--- config.mk ---
export PLATFORM = sky130hd
export DESIGN_NAME = slab_order_calculator_unit
export DESIGN_NICKNAME = d
export VERILOG_FILES = /design/src/socu_pkg.sv /design/src/socu_alu.sv /design/src/socu_rem_table.sv /design/src/slab_order_calculator_unit.sv
export SDC_FILE = /design/constraint.sdc
export NUM_CORES = 1
export LEC_CHECK = 0
export BUFFER_PORTS_ARGS = -buffer_cell sky130_fd_sc_hd__buf_2
export CAP_MARGIN = 0
export CORE_UTILIZATION = 45
export CTS_BUF_LIST = sky130_fd_sc_hd__clkbuf_4
export DETAILED_ROUTE_END_ITERATION = 16
export PLACE_DENSITY = 0.59
export SLEW_MARGIN = 30
export SYNTH_ARGS = -nofsm -noshare
export SYNTH_HDL_FRONTEND = slang
export SYNTH_SLANG_ARGS = --single-unit
export TNS_END_PERCENT = 20
--- constraint.sdc ---
create_clock -name clk -period 10.8 [get_ports clk]
set_input_delay 3.24 -clock clk [delete_from_list [all_inputs] [get_ports clk]]
set_output_delay 3.24 -clock clk [all_outputs]
set_load 0.05 [all_outputs]
--- src/socu_pkg.sv ---
`timescale 1ns / 1ps
// Package for the slab order calculator: field widths, register indexes,
// sequencer state and fraction codes, remainder table write bundle.
// No dependencies.
package socu_pkg;

  localparam int SIZE_W      = 24;
  localparam int CNT_W       = 7;
  localparam int ORD_W       = 4;
  localparam int ORD_CNT_W   = 5;
  localparam int ORD_CAP     = 16;
  localparam int REM_ENTRIES = 16;
  localparam int REM_IDX_W   = 4;
  localparam int CFG_IDX_W   = 1;
  localparam int CFG_DATA_W  = 7;
  localparam int MAX_ORD_W   = 4;

  localparam logic [CFG_IDX_W-1:0] CFG_MIN_OBJECTS = 1'd0;
  localparam logic [CFG_IDX_W-1:0] CFG_MAX_ORDER   = 1'd1;

  localparam logic [CNT_W-1:0]     MIN_OBJECTS_RST = 7'd64;
  localparam logic [MAX_ORD_W-1:0] MAX_ORDER_RST   = 4'd10;

  typedef enum logic [2:0] {
    ST_IDLE,
    ST_MOD,
    ST_DBL,
    ST_CNT,
    ST_FO,
    ST_TRY,
    ST_DONE
  } socu_state_t;

  typedef enum logic [1:0] {
    FR_16,
    FR_8,
    FR_4
  } socu_frac_t;

  typedef struct packed {
    logic                 en;
    logic [REM_IDX_W-1:0] idx;
    logic [SIZE_W-1:0]    data;
  } socu_rt_wr_t;

endpackage

--- src/socu_alu.sv ---
`timescale 1ns / 1ps
// Shared compare-subtract unit of the slab order calculator.
// Depends on nothing; width set by the top level.
module socu_alu #(
  parameter int W = 33
) (
  input  logic [W-1:0] a,
  input  logic [W-1:0] b,
  output logic [W-1:0] diff,
  output logic         ge
);

  assign diff = a - b;
  assign ge   = (a >= b);

endmodule

--- src/socu_rem_table.sv ---
`timescale 1ns / 1ps
// Table of (page_bytes << order) mod size, one entry per order.
// Depends on socu_pkg.
module socu_rem_table (
  input  logic                          clk,
  input  socu_pkg::socu_rt_wr_t         wr,
  input  logic [socu_pkg::REM_IDX_W-1:0] rd_idx,
  output logic [socu_pkg::SIZE_W-1:0]    rd_data
);
  import socu_pkg::*;

  logic [SIZE_W-1:0] mem_r [REM_ENTRIES];
  logic [SIZE_W-1:0] rd_data_r;

  always_ff @(posedge clk) begin
    if (wr.en) begin
      mem_r[wr.idx] <= wr.data;
    end
    rd_data_r <= mem_r[rd_idx];
  end

  assign rd_data = rd_data_r;

endmodule

--- src/slab_order_calculator_unit.sv ---
`timescale 1ns / 1ps
// Slab order calculator: picks page order and object count for an object size.
// Depends on socu_pkg, socu_alu and socu_rem_table.
//
// Usage:
//   Input channel in_valid/in_stall carries in_obj_size. The block takes one
//   item while idle and raises in_stall until its result has been taken.
//   Result channel out_valid/out_stall carries out_order, out_objects_per_slab
//   and out_fail; the result is held in output registers while out_stall is high.
//   Configuration: cfg_we with cfg_index (0 = min_objects, 1 = max_order) and
//   cfg_wdata; write only while no item is in flight.
// Sequence from acceptance to out_valid:
//   remainder of page_bytes, one bit per cycle (PW = bits of PAGE_BYTES),
//   then the remainder table for the higher orders,
//   then per object count: the search for the first order, then per fraction
//   tried the orders checked; each rejected fraction restarts at the first order.
//   All of it runs through one compare-subtract unit; a zero size goes straight
//   to a failed result.
// A new item is taken only after the previous result has been taken.
// Reset: synchronous, active low; returns to idle, min_objects = 64, max_order = 10.
module slab_order_calculator_unit #(
  parameter int PAGE_BYTES        = 4096,
  parameter int PAGE_HEADER_BYTES = 64
) (
  input  logic                            clk,
  input  logic                            rst_n,
  input  logic                            in_valid,
  output logic                            in_stall,
  input  logic [socu_pkg::SIZE_W-1:0]     in_obj_size,
  output logic                            out_valid,
  input  logic                            out_stall,
  output logic [socu_pkg::ORD_W-1:0]      out_order,
  output logic [socu_pkg::CNT_W-1:0]      out_objects_per_slab,
  output logic                            out_fail,
  input  logic                            cfg_we,
  input  logic [socu_pkg::CFG_IDX_W-1:0]  cfg_index,
  input  logic [socu_pkg::CFG_DATA_W-1:0] cfg_wdata
);
  import socu_pkg::*;

  localparam int PW = $clog2(PAGE_BYTES + 1);
  localparam int DW = (PW + ORD_CAP > 32) ? PW + ORD_CAP : 32;
  localparam int IW = $clog2(PW);
  localparam logic [PW-1:0] PAGE_VEC = PW'(PAGE_BYTES);
  localparam logic [DW-1:0] PAGE_D   = DW'(PAGE_BYTES);
  localparam logic [DW-1:0] HDR_D    = DW'(PAGE_HEADER_BYTES);

  socu_state_t          state_r, state_nxt;
  socu_frac_t           frac_r, frac_nxt;
  logic [CNT_W-1:0]     min_obj_r;
  logic [MAX_ORD_W-1:0] max_ord_r;
  logic [SIZE_W-1:0]    size_r, size_nxt;
  logic [SIZE_W-1:0]    rem_r, rem_nxt;
  logic [IW-1:0]        bit_r, bit_nxt;
  logic [REM_IDX_W-1:0] k_r, k_nxt;
  logic [CNT_W-1:0]     count_r, count_nxt;
  logic [ORD_CNT_W-1:0] ord_r, ord_nxt;
  logic [ORD_CNT_W-1:0] fo_r, fo_nxt;
  logic [DW-1:0]        cap_r, cap_nxt;
  logic [DW-1:0]        fcap_r, fcap_nxt;
  logic [DW-1:0]        nbytes_r, nbytes_nxt;
  logic [ORD_W-1:0]     res_order_r, res_order_nxt;
  logic [CNT_W-1:0]     res_cnt_r, res_cnt_nxt;
  logic                 res_fail_r, res_fail_nxt;

  logic [DW-1:0]        alu_a, alu_b, alu_diff;
  logic                 alu_ge;
  socu_rt_wr_t          rt_wr;
  logic [SIZE_W-1:0]    rt_rd;
  logic [SIZE_W:0]      step_t;
  logic [SIZE_W-1:0]    step_rem;
  logic [SIZE_W+4:0]    rem_mul;
  logic [SIZE_W+CNT_W-1:0] prod;

  socu_alu #(.W(DW)) u_alu (
    .a    (alu_a),
    .b    (alu_b),
    .diff (alu_diff),
    .ge   (alu_ge)
  );

  socu_rem_table u_rem_table (
    .clk     (clk),
    .wr      (rt_wr),
    .rd_idx  (ord_nxt[REM_IDX_W-1:0]),
    .rd_data (rt_rd)
  );

  assign prod     = (SIZE_W + CNT_W)'(size_r) * (SIZE_W + CNT_W)'(count_r);
  assign step_rem = alu_ge ? alu_diff[SIZE_W-1:0] : step_t[SIZE_W-1:0];

  always_comb begin
    case (frac_r)
      FR_16:   rem_mul = {1'b0, rt_rd, 4'b0} + (SIZE_W + 5)'(rt_rd);
      FR_8:    rem_mul = {2'b0, rt_rd, 3'b0} + (SIZE_W + 5)'(rt_rd);
      default: rem_mul = {3'b0, rt_rd, 2'b0} + (SIZE_W + 5)'(rt_rd);
    endcase
  end

  always_comb begin
    state_nxt     = state_r;
    frac_nxt      = frac_r;
    size_nxt      = size_r;
    rem_nxt       = rem_r;
    bit_nxt       = bit_r;
    k_nxt         = k_r;
    count_nxt     = count_r;
    ord_nxt       = ord_r;
    fo_nxt        = fo_r;
    cap_nxt       = cap_r;
    fcap_nxt      = fcap_r;
    nbytes_nxt    = nbytes_r;
    res_order_nxt = res_order_r;
    res_cnt_nxt   = res_cnt_r;
    res_fail_nxt  = res_fail_r;
    alu_a         = '0;
    alu_b         = '0;
    rt_wr         = '0;
    step_t        = '0;

    unique case (state_r)
      ST_IDLE: begin
        if (in_valid) begin
          size_nxt = in_obj_size;
          rem_nxt  = '0;
          bit_nxt  = IW'(PW - 1);
          if (in_obj_size == '0) begin
            res_order_nxt = '0;
            res_cnt_nxt   = '0;
            res_fail_nxt  = 1'b1;
            state_nxt     = ST_DONE;
          end else begin
            state_nxt = ST_MOD;
          end
        end
      end
      ST_MOD: begin
        step_t  = {rem_r, PAGE_VEC[bit_r]};
        alu_a   = DW'(step_t);
        alu_b   = DW'(size_r);
        rem_nxt = step_rem;
        if (bit_r == '0) begin
          rt_wr.en   = 1'b1;
          rt_wr.idx  = '0;
          rt_wr.data = step_rem;
          k_nxt      = REM_IDX_W'(1);
          state_nxt  = ST_DBL;
        end else begin
          bit_nxt = bit_r - 1'b1;
        end
      end
      ST_DBL: begin
        step_t     = {rem_r, 1'b0};
        alu_a      = DW'(step_t);
        alu_b      = DW'(size_r);
        rem_nxt    = step_rem;
        rt_wr.en   = 1'b1;
        rt_wr.idx  = k_r;
        rt_wr.data = step_rem;
        if (k_r == REM_IDX_W'(REM_ENTRIES - 1)) begin
          count_nxt = (min_obj_r > CNT_W'(1)) ? min_obj_r : CNT_W'(1);
          state_nxt = ST_CNT;
        end else begin
          k_nxt = k_r + 1'b1;
        end
      end
      ST_CNT: begin
        nbytes_nxt = DW'(prod) + HDR_D;
        ord_nxt    = '0;
        cap_nxt    = PAGE_D;
        frac_nxt   = FR_16;
        state_nxt  = ST_FO;
      end
      ST_FO: begin
        alu_a = cap_r;
        alu_b = nbytes_r;
        if (alu_ge || ord_r == ORD_CNT_W'(ORD_CAP)) begin
          fo_nxt    = ord_r;
          fcap_nxt  = cap_r;
          state_nxt = ST_TRY;
        end else begin
          cap_nxt = {cap_r[DW-2:0], 1'b0};
          ord_nxt = ord_r + 1'b1;
        end
      end
      ST_TRY: begin
        alu_a = cap_r;
        alu_b = DW'(rem_mul);
        if (ord_r >= ORD_CNT_W'(max_ord_r)) begin
          if (count_r == CNT_W'(1)) begin
            res_order_nxt = '0;
            res_cnt_nxt   = '0;
            res_fail_nxt  = 1'b1;
            state_nxt     = ST_DONE;
          end else if (frac_r != FR_4) begin
            frac_nxt = (frac_r == FR_16) ? FR_8 : FR_4;
            ord_nxt  = fo_r;
            cap_nxt  = fcap_r;
          end else begin
            count_nxt = (count_r > CNT_W'(2)) ? count_r - 1'b1 : CNT_W'(1);
            state_nxt = ST_CNT;
          end
        end else if (rt_rd == '0 || alu_ge) begin
          res_order_nxt = ord_r[ORD_W-1:0];
          res_cnt_nxt   = count_r;
          res_fail_nxt  = 1'b0;
          state_nxt     = ST_DONE;
        end else begin
          ord_nxt = ord_r + 1'b1;
          cap_nxt = {cap_r[DW-2:0], 1'b0};
        end
      end
      ST_DONE: begin
        if (!out_stall) begin
          state_nxt = ST_IDLE;
        end
      end
      default: begin
        state_nxt = ST_IDLE;
      end
    endcase
  end

  always_ff @(posedge clk) begin
    if (!rst_n) begin
      state_r   <= ST_IDLE;
      min_obj_r <= MIN_OBJECTS_RST;
      max_ord_r <= MAX_ORDER_RST;
    end else begin
      state_r <= state_nxt;
      if (cfg_we) begin
        unique case (cfg_index)
          CFG_MIN_OBJECTS: min_obj_r <= cfg_wdata[CNT_W-1:0];
          CFG_MAX_ORDER:   max_ord_r <= cfg_wdata[MAX_ORD_W-1:0];
          default: ;
        endcase
      end
    end
  end

  always_ff @(posedge clk) begin
    frac_r      <= frac_nxt;
    size_r      <= size_nxt;
    rem_r       <= rem_nxt;
    bit_r       <= bit_nxt;
    k_r         <= k_nxt;
    count_r     <= count_nxt;
    ord_r       <= ord_nxt;
    fo_r        <= fo_nxt;
    cap_r       <= cap_nxt;
    fcap_r      <= fcap_nxt;
    nbytes_r    <= nbytes_nxt;
    res_order_r <= res_order_nxt;
    res_cnt_r   <= res_cnt_nxt;
    res_fail_r  <= res_fail_nxt;
  end

  assign in_stall             = (state_r != ST_IDLE);
  assign out_valid            = (state_r == ST_DONE);
  assign out_order            = res_order_r;
  assign out_objects_per_slab = res_cnt_r;
  assign out_fail             = res_fail_r;

  a_fail_zero: assert property (@(posedge clk) disable iff (!rst_n)
    out_valid && out_fail |-> out_order == '0 && out_objects_per_slab == '0)
    else $error("failed result carries nonzero fields");

  a_ok_in_range: assert property (@(posedge clk) disable iff (!rst_n)
    out_valid && !out_fail |->
      out_objects_per_slab != '0 && out_order < max_ord_r)
    else $error("accepted result outside order bound");

  a_busy_after_take: assert property (@(posedge clk) disable iff (!rst_n)
    in_valid && !in_stall |=> in_stall && !(out_valid && $past(out_valid)))
    else $error("block not busy after taking an item");

endmodule
======== Yosys cells after proc, flatten, opt, wreduce, memory -nomap -nowiden ========
Memories as Yosys holds them, arrays and structs flattened. A register that Yosys moved wholly into a read port is not among the register bits.
Index checks and enable logic that the tools add are counted.
word-level totals
  output and inout bits ................... 14
  input port bits ......................... 37
  bits in read-only memories .............. 16
  memory bits (writable) .................. 384
  memories kept ........................... 2
  word-level logic and storage cells ...... 167
  register bits ........................... 197
memories
  name               depth  width  rd ports  clocked after memory_dff  wr ports  RTL line                           source
  u_rem_table.mem_r  16     24     1         1                         1         socu_rem_table.sv:12               logic [SIZE_W-1:0] mem_r [REM_ENTRIES];
  (name not given)   16     1      1         1                         0         slab_order_calculator_unit.sv:138  step_t = {rem_r, PAGE_VEC[bit_r]};
cells by class
  add/sub/neg operators ................... 9
  bitwise gates (word level) .............. 1
  mux-type cells .......................... 72
  reduce and logical (&&, ||, !) cells .... 29
  multipliers ............................. 1
  order comparisons ....................... 5
  eq/ne operators ......................... 30
operators by type and width
  operator                 count
  $pmux W32 S3             3
  $mux W32                 5
  $pmux W29 S2             2
  $mux W7                  11
  $logic_not A24 Y1        2
  $mux W24                 2
  $pmux W24 S2             1
  $mux W4                  10
  $add A31 B7 Y32 const B  1
  $ge A32 B32 Y1           1
  $mul A24 B7 Y31          1
  $mux W3                  10
  $add A28 B24 Y29         1
  $mux W29                 1
  $add A27 B24 Y28         1
  $ne A2 B2 Y1 const B     14
  $pmux W7 S2              2
  $add A26 B24 Y27         1
  $mux W5                  5
  $pmux W4 S2              3
  $sub A24 B24 Y24         1
  $pmux W3 S7              1
  $ne A3 B3 Y1 const B     5
  $pmux W5 S3              1
  33 further kinds         62

======== Depth between registers and ports, before layout ========
Gate-level depths: netlist of run 1.
  depth in word-level cells ............... 9
  depth in mapped cells ................... 29
  depth with buffers taken out ............ 27

======== Modules after synthesis ========
Synthesis of run 1 repeated with hierarchy kept, for this count alone.
second synthesis, totals
  cell total of the unflattened synthesis .. 2,839
  area total of the unflattened synthesis .. 34,913.5 um2
by module, submodules not included
  module                      area an instance (um2)  seq. area each (um2)  times used  cells an instance
  slab_order_calculator_unit  17,997.3                5,755.5               1           1,904
  socu_rem_table              14,933.1                12,011.5              1           636
  socu_alu                    1,983.2                 0.0                   1           299

======== Worst setup path before layout of run 1 ========
Ideal clock, no wire load.
  path type ............................... reg2reg
  from .................................... register u_rem_table.rd_data_r[3] (netlist: u_rem_table.rd_data[3]) (read register of u_rem_table.mem_r)
  to ...................................... register fcap_r[0] (enable)
  clock period less this slack ............ 7.121 ns
  library setup time ...................... 0.444 ns
  cell stages (with the launch flop) ...... 24
  slack ................................... 3.679 ns
  data arrival time ....................... 6.677 ns
  required time ........................... 10.356 ns
  path buffers ............................ 2
  path through ............................ dfxtp_1 > ha_1 > inv_1 > fa_1 > nand2b_1 > a21oi_1 > o311a_1 > o41ai_1 > o21ai_0 > a221o_1 > a21o_1 > a31o_2 > xnor2_1 > a2111oi_0 > a211oi_1 > ha_1 > nand2_1 > nor4_1 > nand3_1 > o22ai_1 > nor2_1 > clkbuf_1 > buf_1 > a21oi_1
between the ends
  word-level cells in the longest chain between the ends .. 6
  elaborated cells between the ends (all ways) .. 8
  those cells by class .................... 3 x add/sub; 1 x order compare; 2 x mux; 2 x reduce/logical
ends and longest elaborated chain
  element                                   RTL line                           source
  start: declaration                        socu_rem_table.sv:13               logic [SIZE_W-1:0] rd_data_r;
  $add A28 B24 Y29 (tied with other cells)  slab_order_calculator_unit.sv:94   FR_16: rem_mul = {1'b0, rt_rd, 4'b0} + (SIZE_W + 5)'(rt_rd);
  $pmux W29 S2 *                            slab_order_calculator_unit.sv:93   case (frac_r)
  $pmux W32 S3 *                            slab_order_calculator_unit.sv:121  unique case (state_r)
  $ge A32 B32 Y1 *                          socu_alu.sv:14                     assign ge = (a >= b);
  $logic_or A1 B1 Y1 *                      slab_order_calculator_unit.sv:177  if (alu_ge || ord_r == ORD_CNT_W'(ORD_CAP)) begin
  $reduce_and A2 Y1 (no line) *             -
  end signal: assignment                    slab_order_calculator_unit.sv:251  fcap_r <= fcap_nxt;
  end: declaration                          slab_order_calculator_unit.sv:60   logic [DW-1:0] fcap_r, fcap_nxt;
Every way passes the cells marked *; elsewhere a longest branch is shown, timed or not.
A chain may end at the register's enable or synchronous reset.

======== Worst setup path in the final report of run 1 ========
  from .................................... register u_rem_table.rd_data_r[10] (netlist: u_rem_table.rd_data[10]) (read register of u_rem_table.mem_r)
  to ...................................... register u_rem_table.rd_data_r[0] (netlist: u_rem_table.rd_data[0]) (read register of u_rem_table.mem_r)
between the ends
  word-level cells in the longest chain between the ends .. 8
  elaborated cells between the ends (all ways) .. 13
  those cells by class .................... 3 x add/sub; 1 x order compare; 6 x mux; 3 x reduce/logical
ends and longest elaborated chain
  element                                   RTL line                           source
  $add A28 B24 Y29 (tied with other cells)  slab_order_calculator_unit.sv:94
  $pmux W29 S2                              slab_order_calculator_unit.sv:93
  $pmux W32 S3                              slab_order_calculator_unit.sv:121
  $ge A32 B32 Y1                            socu_alu.sv:14
  $logic_or A1 B1 Y1                        slab_order_calculator_unit.sv:203  end else if (rt_rd == '0 || alu_ge) begin
  $mux W5                                   slab_order_calculator_unit.sv:203
  $mux W5                                   slab_order_calculator_unit.sv:189  if (ord_r >= ORD_CNT_W'(max_ord_r)) begin
  $pmux W5 S3 *                             slab_order_calculator_unit.sv:121
Every way passes the cells marked *; elsewhere a longest branch is shown, timed or not. The select of a mux whose other input is x is not followed.

==> impl_metrics.json, run 1 <==
{
  "status": "completed",
  "cp_max_fo": 55,
  "die_area_um2": 77700,
  "yosysTopAreaCell": "edfxtp_1",
  "die_w_um": 279,
  "crit_type": "reg2reg",
  "synth_warnings": 0,
  "io_buffers": 50,
  "setup-tns-final_ns": 0,
  "final_cells": 4338,
  "overflow": 0,
  "grt_max_degree": 85,
  "die_h_um": 279,
  "postCtsHoldBufs": 0,
  "grt_usage": 0.261,
  "synthMuxAreaShare": 0.0272,
  "synth_top_cell_area_share": 0.490,
  "firstDrtPassIters": 6,
  "cts_tree": "built",
  "post_drt_wl_per_cell_um": 23.4,
  "htree_levels": 4,
  "synth_edf_count": 563,
  "root_buffer": "clkbuf_4",
  "gp_congestion": 0.924,
  "first_global_vias": 25200,
  "hold_viol_final": 0,
  "placed_cell_area_um2": 36200,
  "ant_nets": 0,
  "cts_buffer_depth": 3,
  "drc_errors": 0,
  "synth_fp_nets": 3419,
  "coreArea_um2": 75800,
  "start_util": 0.455,
  "fillerInstances": 6715,
  "final_max_slew_viol_count": 0,
  "synthCells": 3089,
  "finalWirelength_um": 101000,
  "cp_data_required_time_ns": 11.63,
  "finalSetupViolCount": 0,
  "post_cts_buffers": 0,
  "worst_pin_slew_ns": 0.992,
  "hpwlAfterDp_um": 66200,
  "ys_types": 77,
  "via_per_inst": 5.90,
  "endpoint_kind": "register",
  "synth_xor_area_frac": 0.0244,
  "synth-compound-area-share": 0.120,
  "stdcell_area_um2": 38300,
  "yosys-top-cells-area": "edfxtp_1 (49%), fa_1 (6.6%), ha_1 (6.5%)",
  "place_inst": 4036,
  "pin_count": 51,
  "area_growth_pct": 11.2,
  "cp.arrival_ns": 9.60,
  "cts_inserted_buffers": 163,
  "drive_gt1_frac": 0.137,
  "fin_nets": 3553,
  "synthArstFlopShare": 0,
  "cap_violations": 0,
  "antenna_found_initial": 2,
  "syn_area_per_cell_um2": 11.2,
  "min_period_ns": 8.77,
  "hold_start": "max_ord_r[2]$_SDFFE_PN0P_",
  "crit_path_start": "u_rem_table.rd_data[10]$_DFF_P_",
  "yosys_most_used_dff": "edfxtp_1",
  "syn_area_um2": 34500,
  "hold_class": "reg2reg",
  "vias": 25600,
  "rows": 101,
  "rsz0062_at_grt": "false",
  "cts_resized": 0,
  "synth_seq_area_share": 0.515,
  "fin_crit_sh": 0.812,
  "crit_path_start_kind": "register",
  "synth.ff_latch_count": 606,
  "grt_pass1_wl_um": 152000,
  "slew_headroom": 0.336,
  "timing.rr.start": "u_rem_table.rd_data[10]$_DFF_P_",
  "clock-skew-final_ns": 0.0963,
  "path_clk_slew_ns": 0.06,
  "synth_top_family_by_area": "simple AND/OR/NAND/NOR gates",
  "synth_fa_ha_area_frac": 0.131,
  "synthSimpleGateAreaFrac": 0.150,
  "max_freq_mhz": 114,
  "final_util": 0.506,
  "cts_sinks": 606,
  "drtIter0Drc": 2097,
  "insertion_delay_ns": 1.02
}
## worst max-delay path, cell delays in order (launching register included)
cell and delay, ns:
dfxtp_1 0.62, ha_1 0.36, a21oi_1 0.21, nand2b_1 0.10, o311a_1 0.38, o41ai_1 0.39
o21ai_0 0.28, a221o_1 0.41, a21o_1 0.21, a31o_2 0.29, xnor2_1 0.13, a2111oi_0 0.67
a211oi_1 0.14, ha_1 0.39, nand2_1 0.09, nor4_1 0.08, a221oi_1 0.30, nand3_1 0.22
or2_1 0.56, or3_1 0.49, o221a_1 0.25, a222oi_1 0.72, buf_4 0.60, and3_1 0.25
a31oi_1 0.04, a221o_1 0.38
## cell usage after synthesis, types with 30 or more instances
cell type / number
and3_1: 79
dfxtp_1: 43
a21o_1: 35
xnor2_1: 66
ha_1: 179
o21ai_0: 86
inv_1: 121
nand3_1: 49
fa_1: 114
clkbuf_1: 122
nor2_1: 178
and2_1: 136
a211oi_1: 62
nor3_1: 48
xor2_1: 30
nand2_1: 498
a31oi_1: 64
a21oi_1: 164
mux2i_1: 53
edfxtp_1: 563
## layout make-up
type / instances / area, µm² / area share
diodes: 4 / 10.0 / 0.000261
flip-flops and latches: 606 / 17800 / 0.463
repair buffers: 122 / 860 / 0.0224
clock inverters: 66 / 404 / 0.0105
well taps: 978 / 1220 / 0.0319
clock buffers: 232 / 1740 / 0.0454
inverters: 125 / 472 / 0.0123
multi-input cells: 2205 / 15900 / 0.414
## sequential cells by signal, summed over array words and instances (netlist names), 5 cells and up, named ones only
| register | cells |
|---|---|
| fo_r | 5 |
| u_rem_table.mem_r | 384 |
| size_r | 24 |
| fcap_r | 32 |
| cap_r | 32 |
| min_obj_r | 7 |
| count_r | 7 |
| nbytes_r | 32 |
| out_objects_per_slab | 7 |
| rem_r | 24 |
| u_rem_table.rd_data | 24 |
| ord_r | 5 |
## cell families after synthesis
family                   count (synthesis)
multiplexers                            89
adder cells (fa/ha/maj)                293
buffers and inverters                  278
XOR/XNOR                                96
AND/OR/NAND/NOR                       1111
flip-flops                             606
AO/OA/AOI/OAI                          616
## layout by cell type (no fill, tap or decap), types with 28 or more instances in the layout
cell and n:
a211oi_1 60, a21o_1 35, a21oi_1 160, a31oi_1 64, and2_1 136, and3_1 79, buf_2 50, buf_4 67
clkbuf_4 232, clkinv_1 40, dfxtp_1 43, edfxtp_1 563, fa_1 114, ha_1 179, inv_1 120, mux2i_1 53
nand2_1 497, nand2b_1 28, nand3_1 49, nor2_1 160, nor3_1 41, o21ai_0 86, xnor2_1 66, xor2_1 30
## metal layers
layer,vias to the layer above,part of all wire,track usage
met3,175,0.068,0.0497
met1,12800,0.43,0.350
met5,-,0,0
met4,0,0.027,0.0952
li1,11600,-,-
met2,1010,0.47,0.421
## path summary, 6_finish.rpt
check | slack [ns] | endpoint | cells after the start
setup / recovery | 2.03 | u_rem_table.rd_data[0]$_DFF_P_ | 25
hold / removal | 0.46 | max_ord_r[2]$_SDFFE_PN0P_ | 2
setup reg to reg | 2.03 | u_rem_table.rd_data[0]$_DFF_P_ | 25
hold reg to reg | 0.46 | max_ord_r[2]$_SDFFE_PN0P_ | 2
## through the flow
stage                     hold WS, ns  setup slack [ns]
after floorplan                 0.417              3.68
after global placement          0.438              2.28
after detailed placement        0.452              2.11
after CTS                       0.463              2.11
after global routing            0.474              1.54
final                           0.463              2.03
Power of run 1 is not shown: default switching activity piles up to over one toggle a cycle in this logic, so the estimate is an artifact.
==> inputs of run 2 (changes only) <==
clock period = 8.26 ns   (was 10.8 ns; I/O delays follow)
==> run 2 against run 1 <==
Final cell count increased by 0.85%. Hold slack worse by 0.012 ns. Routed wire length shrank 1.6%. Utilization up 0.68 points. Largest cell class unchanged.
==> impl_metrics.json, run 2 (same netlist as run 1, synthesis figures left out) <==
{
  "final_util": 0.512,
  "cp.arrival_ns": 8.77,
  "whs_path_depth": 0,
  "post_cts_buffers": 0,
  "cap_violations": 0,
  "grt_pass1_wl_um": 151000,
  "layout_common_cells": "edfxtp_1 (563), nand2_1 (498), clkbuf_4 (234)",
  "hold_class": "reg2reg",
  "crit_path_start_kind": "register",
  "finalWirelength_um": 99700,
  "min_period_ns": 7.81,
  "fillerInstances": 6728,
  "ff2ff_setup_slack_ns": 0.45,
  "pin_count": 51,
  "rr_worst_depth": 27,
  "ant_nets": 0,
  "timing.rr.end": "u_rem_table.rd_data[23]$_DFF_P_",
  "cts_buffer_depth": 3,
  "multi_input_area_um2": 15800,
  "crit_type": "reg2reg",
  "first_global_vias": 25600,
  "layout_commonest_cell": "edfxtp_1",
  "vias": 25600,
  "worst_pin_slew_ns": 0.925,
  "rows": 101,
  "finalSetupViolCount": 0,
  "cp_max_fo": 54,
  "placed_cell_area_um2": 36600,
  "status": "completed",
  "timing.rr.start": "u_rem_table.rd_data[5]$_DFF_P_",
  "fin_crit_sh": 0.946,
  "stdcell_area_um2": 38900,
  "top_register": "u_rem_table.mem_r",
  "area_growth_pct": 12.7,
  "cp_data_required_time_ns": 9.22,
  "ff_latch_area_um2": 17800,
  "rsz0062_at_grt": "false",
  "cts_tree": "built",
  "antenna_found_initial": 3,
  "largest_reg_flops": 384,
  "overflow": 0,
  "die_h_um": 279,
  "hpwlAfterDp_um": 67000,
  "die_w_um": 279,
  "path_clk_slew_ns": 0.08,
  "clock-skew-final_ns": 0.104,
  "via_per_inst": 5.85,
  "drc_errors": 0,
  "slew_headroom": 0.378,
  "post_drt_wl_per_cell_um": 22.8,
  "holdPathEnd": "fcap_r[27]$_DFFE_PP_",
  "root_buffer": "clkbuf_4",
  "drive_gt1_frac": 0.146,
  "max_freq_mhz": 128,
  "endpoint_kind": "register",
  "hold_start": "cap_r[27]$_DFFE_PP_",
  "start_util": 0.455,
  "coreArea_um2": 75800,
  "die_area_um2": 77700,
  "insertion_delay_ns": 1.07,
  "grt_max_degree": 73,
  "gp_congestion": 0.965,
  "fin_nets": 3587,
  "hold_viol_final": 0,
  "grt_usage": 0.257,
  "cts_sinks": 606,
  "firstDrtPassIters": 6,
  "io_buffers": 50,
  "setup-tns-final_ns": 0,
  "cts_inserted_buffers": 162,
  "htree_levels": 4,
  "final_max_slew_viol_count": 0,
  "drtIter0Drc": 2530
}
==> run 2: how the worst max path moves through the flow <==
stage                                                  to  cells past startpoint  slack, ns                      startpoint
final                     u_rem_table.rd_data[23]$_DFF_P_                     27       0.45  u_rem_table.rd_data[5]$_DFF_P_
after global routing       u_rem_table.rd_data[4]$_DFF_P_                     29       0.01  u_rem_table.rd_data[3]$_DFF_P_
after CTS                  u_rem_table.rd_data[4]$_DFF_P_                     27       0.36  u_rem_table.rd_data[7]$_DFF_P_
after detailed placement   u_rem_table.rd_data[4]$_DFF_P_                     27       0.45  u_rem_table.rd_data[7]$_DFF_P_
after global placement    u_rem_table.rd_data[15]$_DFF_P_                     28       0.68  u_rem_table.rd_data[7]$_DFF_P_
after floorplan                       fcap_r[0]$_DFFE_PP_                     23       1.14  u_rem_table.rd_data[3]$_DFF_P_
==> run 2: final cells by class <==
cell class              count  area share
flip-flops and latches    606       0.457
multi-input cells        2205       0.408
clock buffers             234      0.0452
repair buffers            157      0.0348
well taps                 978      0.0315
inverters                 125      0.0121
clock inverters            66      0.0110
diodes                      4    0.000258
==> run 2: per-layer routing <==
metal	up-vias	track usage	part of all wire
met2	998	0.407	0.46
met1	12700	0.347	0.43
met4	2	0.103	0.033
li1	11700	-	-
met5	-	0	0.00013
met3	215	0.0514	0.071
==> run 2: through the flow <==
| step | cells | hold WS (ns) | worst slack, ns |
|---|---|---|---|
| floorplan | 3089 | 0.417 | 1.14 |
| global placement | 4059 | 0.440 | 0.684 |
| detailed placement | 4070 | 0.433 | 0.449 |
| CTS | 4370 | 0.457 | 0.357 |
| global route | 4375 | 0.466 | 0.0114 |
| finish | 4375 | 0.451 | 0.446 |
==> run 2: timing repair <==
action | 4_1_cts | 5_1_grt
hold buffers | 0 | 0
setup endpoints to repair | 0 | 24
resized for setup | 0 | 7
==> run 2: critical path: stages (launching register included) <==
cell and delay (ns):
dfxtp_1 0.63, ha_1 0.36, nand2b_1 0.13, a21oi_1 0.13, o311a_1 0.35, o41ai_1 0.35, o21ai_0 0.26, a221o_1 0.40
a21o_1 0.20, a31o_2 0.28, xnor2_1 0.13, a2111oi_0 0.48, buf_4 0.20, a211oi_1 0.07, ha_1 0.36, nand2_1 0.11
nor4_2 0.08, a221oi_1 0.27, nand3_1 0.25, or2_1 0.32, or3_1 0.40, o221a_1 0.26, a222oi_1 0.32, buf_4 0.26
buf_12 0.25, mux2_2 0.39, o32ai_1 0.22, a221o_1 0.19
Power of run 2 is left out for the same reason.
